--- config.mk ---
export PLATFORM = sky130hd
export DESIGN_NAME = tdpt_ctrl
export DESIGN_NICKNAME = d
export VERILOG_FILES = /design/src/design/tdpt_pkg.sv /design/src/design/tdpt_ctrl.sv
export SDC_FILE = /design/constraint.sdc
export NUM_CORES = 1
export LEC_CHECK = 0
export ABC_AREA = 1
export BUFFER_PORTS_ARGS = -buffer_cell sky130_fd_sc_hd__buf_2
export CORE_AREA = 2 2 39 41
export CTS_CLUSTER_DIAMETER = 40
export DETAILED_ROUTE_END_ITERATION = 10
export DIE_AREA = 0 0 41 43
export PLACE_DENSITY = 0.44
export REMOVE_ABC_BUFFERS = 1
export SETUP_SLACK_MARGIN = 0.02
export SLEW_MARGIN = 20
export SYNTH_ARGS = -nofsm -noshare
export SYNTH_HDL_FRONTEND = slang
export SYNTH_SLANG_ARGS = --single-unit
--- constraint.sdc ---
create_clock -name clk -period 3.1 [get_ports clk]
set_input_delay 0.155 -clock clk [delete_from_list [all_inputs] [get_ports clk]]
set_output_delay 0.155 -clock clk [all_outputs]
set_load 0.005 [all_outputs]
--- src/design/tdpt_pkg.sv ---
// Shared constants and types for the prime table block.
// No dependencies.
`timescale 1ns / 1ps
package tdpt_pkg;
	localparam int TableDepth = 4096;
	localparam int ValueWidth = 32;
	localparam int AddrWidth  = $clog2(TableDepth);
	localparam int CountWidth = AddrWidth + 1;
	localparam int DivCntWidth = $clog2(ValueWidth + 1);

	typedef logic [ValueWidth-1:0] value_t;
	typedef logic [CountWidth-1:0] count_t;

	typedef enum logic [2:0] {
		ST_IDLE,
		ST_READ,
		ST_CHECK,
		ST_DIV,
		ST_UPDATE,
		ST_OUT
	} state_t;

	typedef struct packed {
		logic load;       // capture candidate, set bound
		logic read_req;   // read table at current index
		logic div_start;  // begin division by read prime
		logic div_step;   // one quotient bit
		logic bound_upd;  // shrink bound, next index
		logic finish;     // compute verdict and update table
	} cmd_t;

	typedef struct packed {
		logic below_two;  // candidate below two
		logic idx_end;    // index reached prime count
		logic at_bound;   // prime at or above bound
		logic div_done;
		logic rem_zero;
	} stat_t;
endpackage

--- src/design/tdpt_ctrl.sv ---
// Controller state machine sequencing the trial division walk.
// Depends on tdpt_pkg.
`timescale 1ns / 1ps
module tdpt_ctrl (
	input  logic            clk,
	input  logic            arst_n,
	input  logic            in_valid,
	output logic            in_ready,
	output logic            out_valid,
	input  logic            out_ready,
	input  tdpt_pkg::stat_t stat,
	output tdpt_pkg::cmd_t  cmd
);
	import tdpt_pkg::*;

	state_t state_q, state_d;

	always_ff @(posedge clk or negedge arst_n) begin
		if (!arst_n) begin
			state_q <= ST_IDLE;
		end else begin
			state_q <= state_d;
		end
	end

	always_comb begin
		state_d = state_q;
		unique case (state_q)
			ST_IDLE:   if (in_valid) state_d = ST_READ;
			ST_READ:   state_d = (stat.below_two || stat.idx_end) ? ST_UPDATE : ST_CHECK;
			ST_CHECK:  state_d = stat.at_bound ? ST_UPDATE : ST_DIV;
			ST_DIV:    if (stat.div_done) state_d = stat.rem_zero ? ST_UPDATE : ST_READ;
			ST_UPDATE: state_d = ST_OUT;
			ST_OUT:    if (out_ready) state_d = ST_IDLE;
			default:   state_d = ST_IDLE;
		endcase
	end

	// at ST_DIV exit with nonzero remainder the bound is updated
	always_comb begin
		cmd       = '0;
		in_ready  = 1'b0;
		out_valid = 1'b0;
		unique case (state_q)
			ST_IDLE: begin
				in_ready = 1'b1;
				cmd.load = in_valid;
			end
			ST_READ:  cmd.read_req = 1'b1;
			ST_CHECK: cmd.div_start = !stat.at_bound;
			ST_DIV: begin
				cmd.div_step  = !stat.div_done;
				cmd.bound_upd = stat.div_done && !stat.rem_zero;
			end
			ST_UPDATE: cmd.finish = 1'b1;
			ST_OUT:    out_valid = 1'b1;
			default: ;
		endcase
	end
endmodule

**Word-level counts from Yosys, hierarchy flattened**

Cells that the tools add are included.
W data, S select, Z words.

- Add/subtract/negate cells: 0
- Multipliers: 0
- Div/mod/pow operators: 0
- $lt $le $gt $ge: 0
- Eq/ne operators: 8
- Shift-type cells: 0
- Mux-type cells: 14
- Bitwise gates (word level): 0
- Reductions and logical operators: 7

Operators with widths:

| kind | count |
|---|---|
| $mux W3 | 6 |
| $pmux W3 S6 | 1 |
| $eq A3 B2 Y1 const B | 2 |
| $eq A3 B3 Y1 const B | 2 |
| $mux W1 | 6 |
| $ne A2 B2 Y1 const B | 3 |
| $eq A3 B1 Y1 const B | 1 |
| $logic_not A1 Y1 | 3 |
| $logic_not A3 Y1 | 1 |
| $reduce_and A3 Y1 | 1 |
| $mux W2 | 1 |
| $logic_and A1 B1 Y1 | 1 |
| $logic_or A1 B1 Y1 | 1 |

- Flip-flop bits (word level): 3
- Bits in latches: 0
- RAM bits: 0
- ROM bits: 0
- Input bits: 9
- Output and inout port bits: 8
- Memories: 0

**Logic depth before layout (Yosys ltp)**

- Depth after elaboration: 3
- Mapped depth: 7

**Worst setup path after synthesis**

Ideal clock, no wire load.

- Path kind: reg-to-reg
- From: register state_q[2]
- To: register state_q[2]
- Library setup time: 118 ps
- Arrival: 903 ps
- Required time: 2982 ps
- Path slack: 2078 ps
- Stages on the path, launching flop included: 7
- Clock period less this slack: 1022 ps
- Cells stage by stage: dfrtp_1 > inv_1 > nand3_1 > nor2_1 > nor2_1 > nand2_1 > nand2_1

- Word-level cells in the longest chain between the ends: 3
- Elaborated cells on any way between the ends: 11
- Classes of those cells: eq/ne (8); mux (1); reduce/logical (2)

Ends and longest elaborated chain:

| item | line | text |
|---|---|---|
| start, declared | tdpt_ctrl.sv:16 | `state_t state_q, state_d;` |
| start signal, assigned | tdpt_ctrl.sv:22 | `state_q <= state_d;` |
| $eq A3 B2 Y1 (tied with other cells) | tdpt_ctrl.sv:28 | `unique case (state_q)` |
| $ne A2 B2 Y1 (no line) | - |  |
| $reduce_and A3 Y1 (no line) | - |  |

Several ways; a longest one is shown, not always the timed one.
A chain may end at the register's enable or synchronous reset.

==> metrics.md <==
| Metric | Value |
|---|---|
| Max stage delay on crit path | `0.40 ns` |
| Placed insts | `78` |
| Most frequent cells in the layout | `buf_2, inv_1, nor2_1` |
| Clock latency on the worst-skew pair | `0.24 ns` |
| Largest regs | `state_q x3` |
| Final Skew | `0.000714 ns` |
| Total negative slack | `0 ns` |
| VDD IR max | `0.000192 V` |
| Crit Path Max Fanout | `6` |
| R2r worst-path depth | `6` |
| P&R area growth vs syn | `53.4%` |
| Hold path startpoint | `stat[4]` |
| Final setup vio count | `0` |
| RSZ-0062 raised after global routing | `no` |
| Cell Rows | `14` |
| Final wirelength | `694 um` |
| Initial antenna violation count | `0` |
| Clock transition at path regs | `0.04 ns` |
| First-pass GRT wire length | `1050 um` |
| Sink of the worst hold path | `state_q[1]` |
| Max clock buf depth | `2` |
| Routed Antenna Nets | `0` |
| Grt total ovfl | `0` |
| TritonCTS Buffers | `3` |
| R2R Setup Slk | `1.96 ns` |
| Crit. End Element | `primary output` |
| Syn Std Cell Area | `255 um2` |
| Largest Register | `state_q` |
| Nets | `77` |
| R2r startpoint | `state_q[2]` |
| Post-route DRC | `0` |
| I/O Buffers | `16` |
| Final hold violation count | `0` |
| Initial DRT Pass Iterations | `3` |
| Core ar. | `1380 um2` |
| Gr usage total | `9.36%` |
| I/O pins | `17` |
| DR iter-0 viols | `9` |
| Final max-slew violation count | `0` |
| Clk sinks | `3` |
| Setup WS post-layout | `1.78 ns` |
| Setup Fix Bufs, Post-CTS | `0` |
| Die area | `1760 um2` |
| Commonest non-fill, non-tap cell in the layout | `buf_2` |
| Hold Crit Depth | `4` |
| H-tree levels | `1` |
| Die height | `43 um` |
| Final RePlAce weighted congestion | `0.729` |
| Starting Density | `18.4%` |
| Root Buffer Master | `clkbuf_4` |
| Wirelength per Cell | `8.36 um` |
| Setup crit start kind | `register` |
| CP max stage cell | `dfrtp_1` |
| Tightest Pin Transition | `0.150 ns` |
| Crit path cell chain | `inv_1, nand3_1, nor2_1, buf_2` |
| Mean Syn Cell Area | `5.55 um2` |
| Slew HR | `89.9%` |
| DP Wirelength | `575 um` |
| Die width | `41 um` |
| Required time worst endpoint | `2.94 ns` |
| Post-layout min period | `1.32 ns` |
| Via Count | `327` |
| Hold Path Class | `input port to register` |
| Largest register FFs | `3` |
| Crit path arrival time | `1.16 ns` |
| Leak | `0.272 nW` |
| Worst reg2reg endpoint | `state_q[2]` |
| FF+latch count, synth | `3` |
| Status | `finished, final reports clean` |
| Max Fclk | `0.759 GHz` |
| Tcrit/Tclk final | `42.5%` |
| Seq/Total Area, Yosys | `29.4%` |
| Synth unique cells | `9` |
| Synth warnings | `0` |
| Power per cell area | `797 nW/um2` |
| Layout cell share with drive strength beyond 1 | `29.9%` |
| Inserted Diodes | `0` |
| CP Class | `register to primary output` |
| Pre-CTS setup slack | `1.96 ns` |
| Fin cells | `83` |
| Synth Instances | `46` |
| Vias in the first global route | `272` |
| Largest net degree at the start of global routing | `7` |
| Vias/cell | `3.94` |
| Max capacitance violation total | `0` |
| CTS tree | `built` |
## cells in the mapped netlist
library cell   n  area, um2
nor3_1         2       10.0
nand4_1        2       12.5
nor2_1        11       41.3
inv_1         12       45.0
dfrtp_1        3       75.1
o21bai_1       1       7.51
nand3_1        4       20.0
nor2_2         1       6.26
nand2_1       10       37.5
## layer usage
metal  wire length [um]  vias to the layer above  GRT usage [%]
met5                  0                        -              0
met4                 16                        0           8.00
met3                 43                        2           3.14
met2                334                        9           12.8
met1                299                      136           11.0
li1                   -                      180              -
## through the flow
step	cell area [um2]	power (mW)	hold slack, ns	util, %
floorplan	255	0.181	-0.141	-
global placement	355	0.242	-0.0456	25.7
detailed placement	355	0.241	-0.0433	25.7
CTS	392	0.314	0.217	28.3
global route	392	0.350	0.221	28.3
finish	392	0.312	0.209	28.3
## kinds of logic after synthesis
group	after synthesis	share of synthesized area, %
simple gates	30	50.0
buf+inv	12	17.6
flops	3	29.4
compound gates	1	2.94
## worst max path at each step
stage | start | end | slack, ns | cells past startpoint
4_1_cts | state_q[2] | cmd[5] | 1.78 | 4
2_1_floorplan | state_q[2] | state_q[2] | 2.08 | 6
3_5_place_dp | state_q[2] | state_q[2] | 1.96 | 6
6_report | state_q[2] | cmd[5] | 1.78 | 4
3_3_place_gp | state_q[2] | state_q[2] | 1.95 | 6
5_1_grt | state_q[2] | cmd[5] | 1.67 | 4
## worst max-delay path: cells and delay by family, from the launching register on
family                 cells  cell delay (ns)
AND/OR/NAND/NOR            2             0.25
flip-flops                 1             0.40
buffers and inverters      2             0.26
## report_power, final
part	switching [mW]	internal, mW	total (mW)
clock network	0.0232	0.0484	0.0716
registers	0.0199	0.0571	0.0769
logic	0.0974	0.0660	0.163
## cell type report
| class | instances | area [um2] |
|---|---|---|
| well taps | 16 | 20.0 |
| fillers | 167 | 992 |
| inverters | 12 | 45.0 |
| repair buffers | 17 | 90.1 |
| clock buffers | 4 | 26.3 |
| multi-input cells | 31 | 135 |
| flip-flops and latches | 3 | 75.1 |
## timing repair
action,CTS,global route
hold endpoints to repair,3,0
resized for setup,0,0
hold buffers,1,0
(Power assumes the default switching activity.)
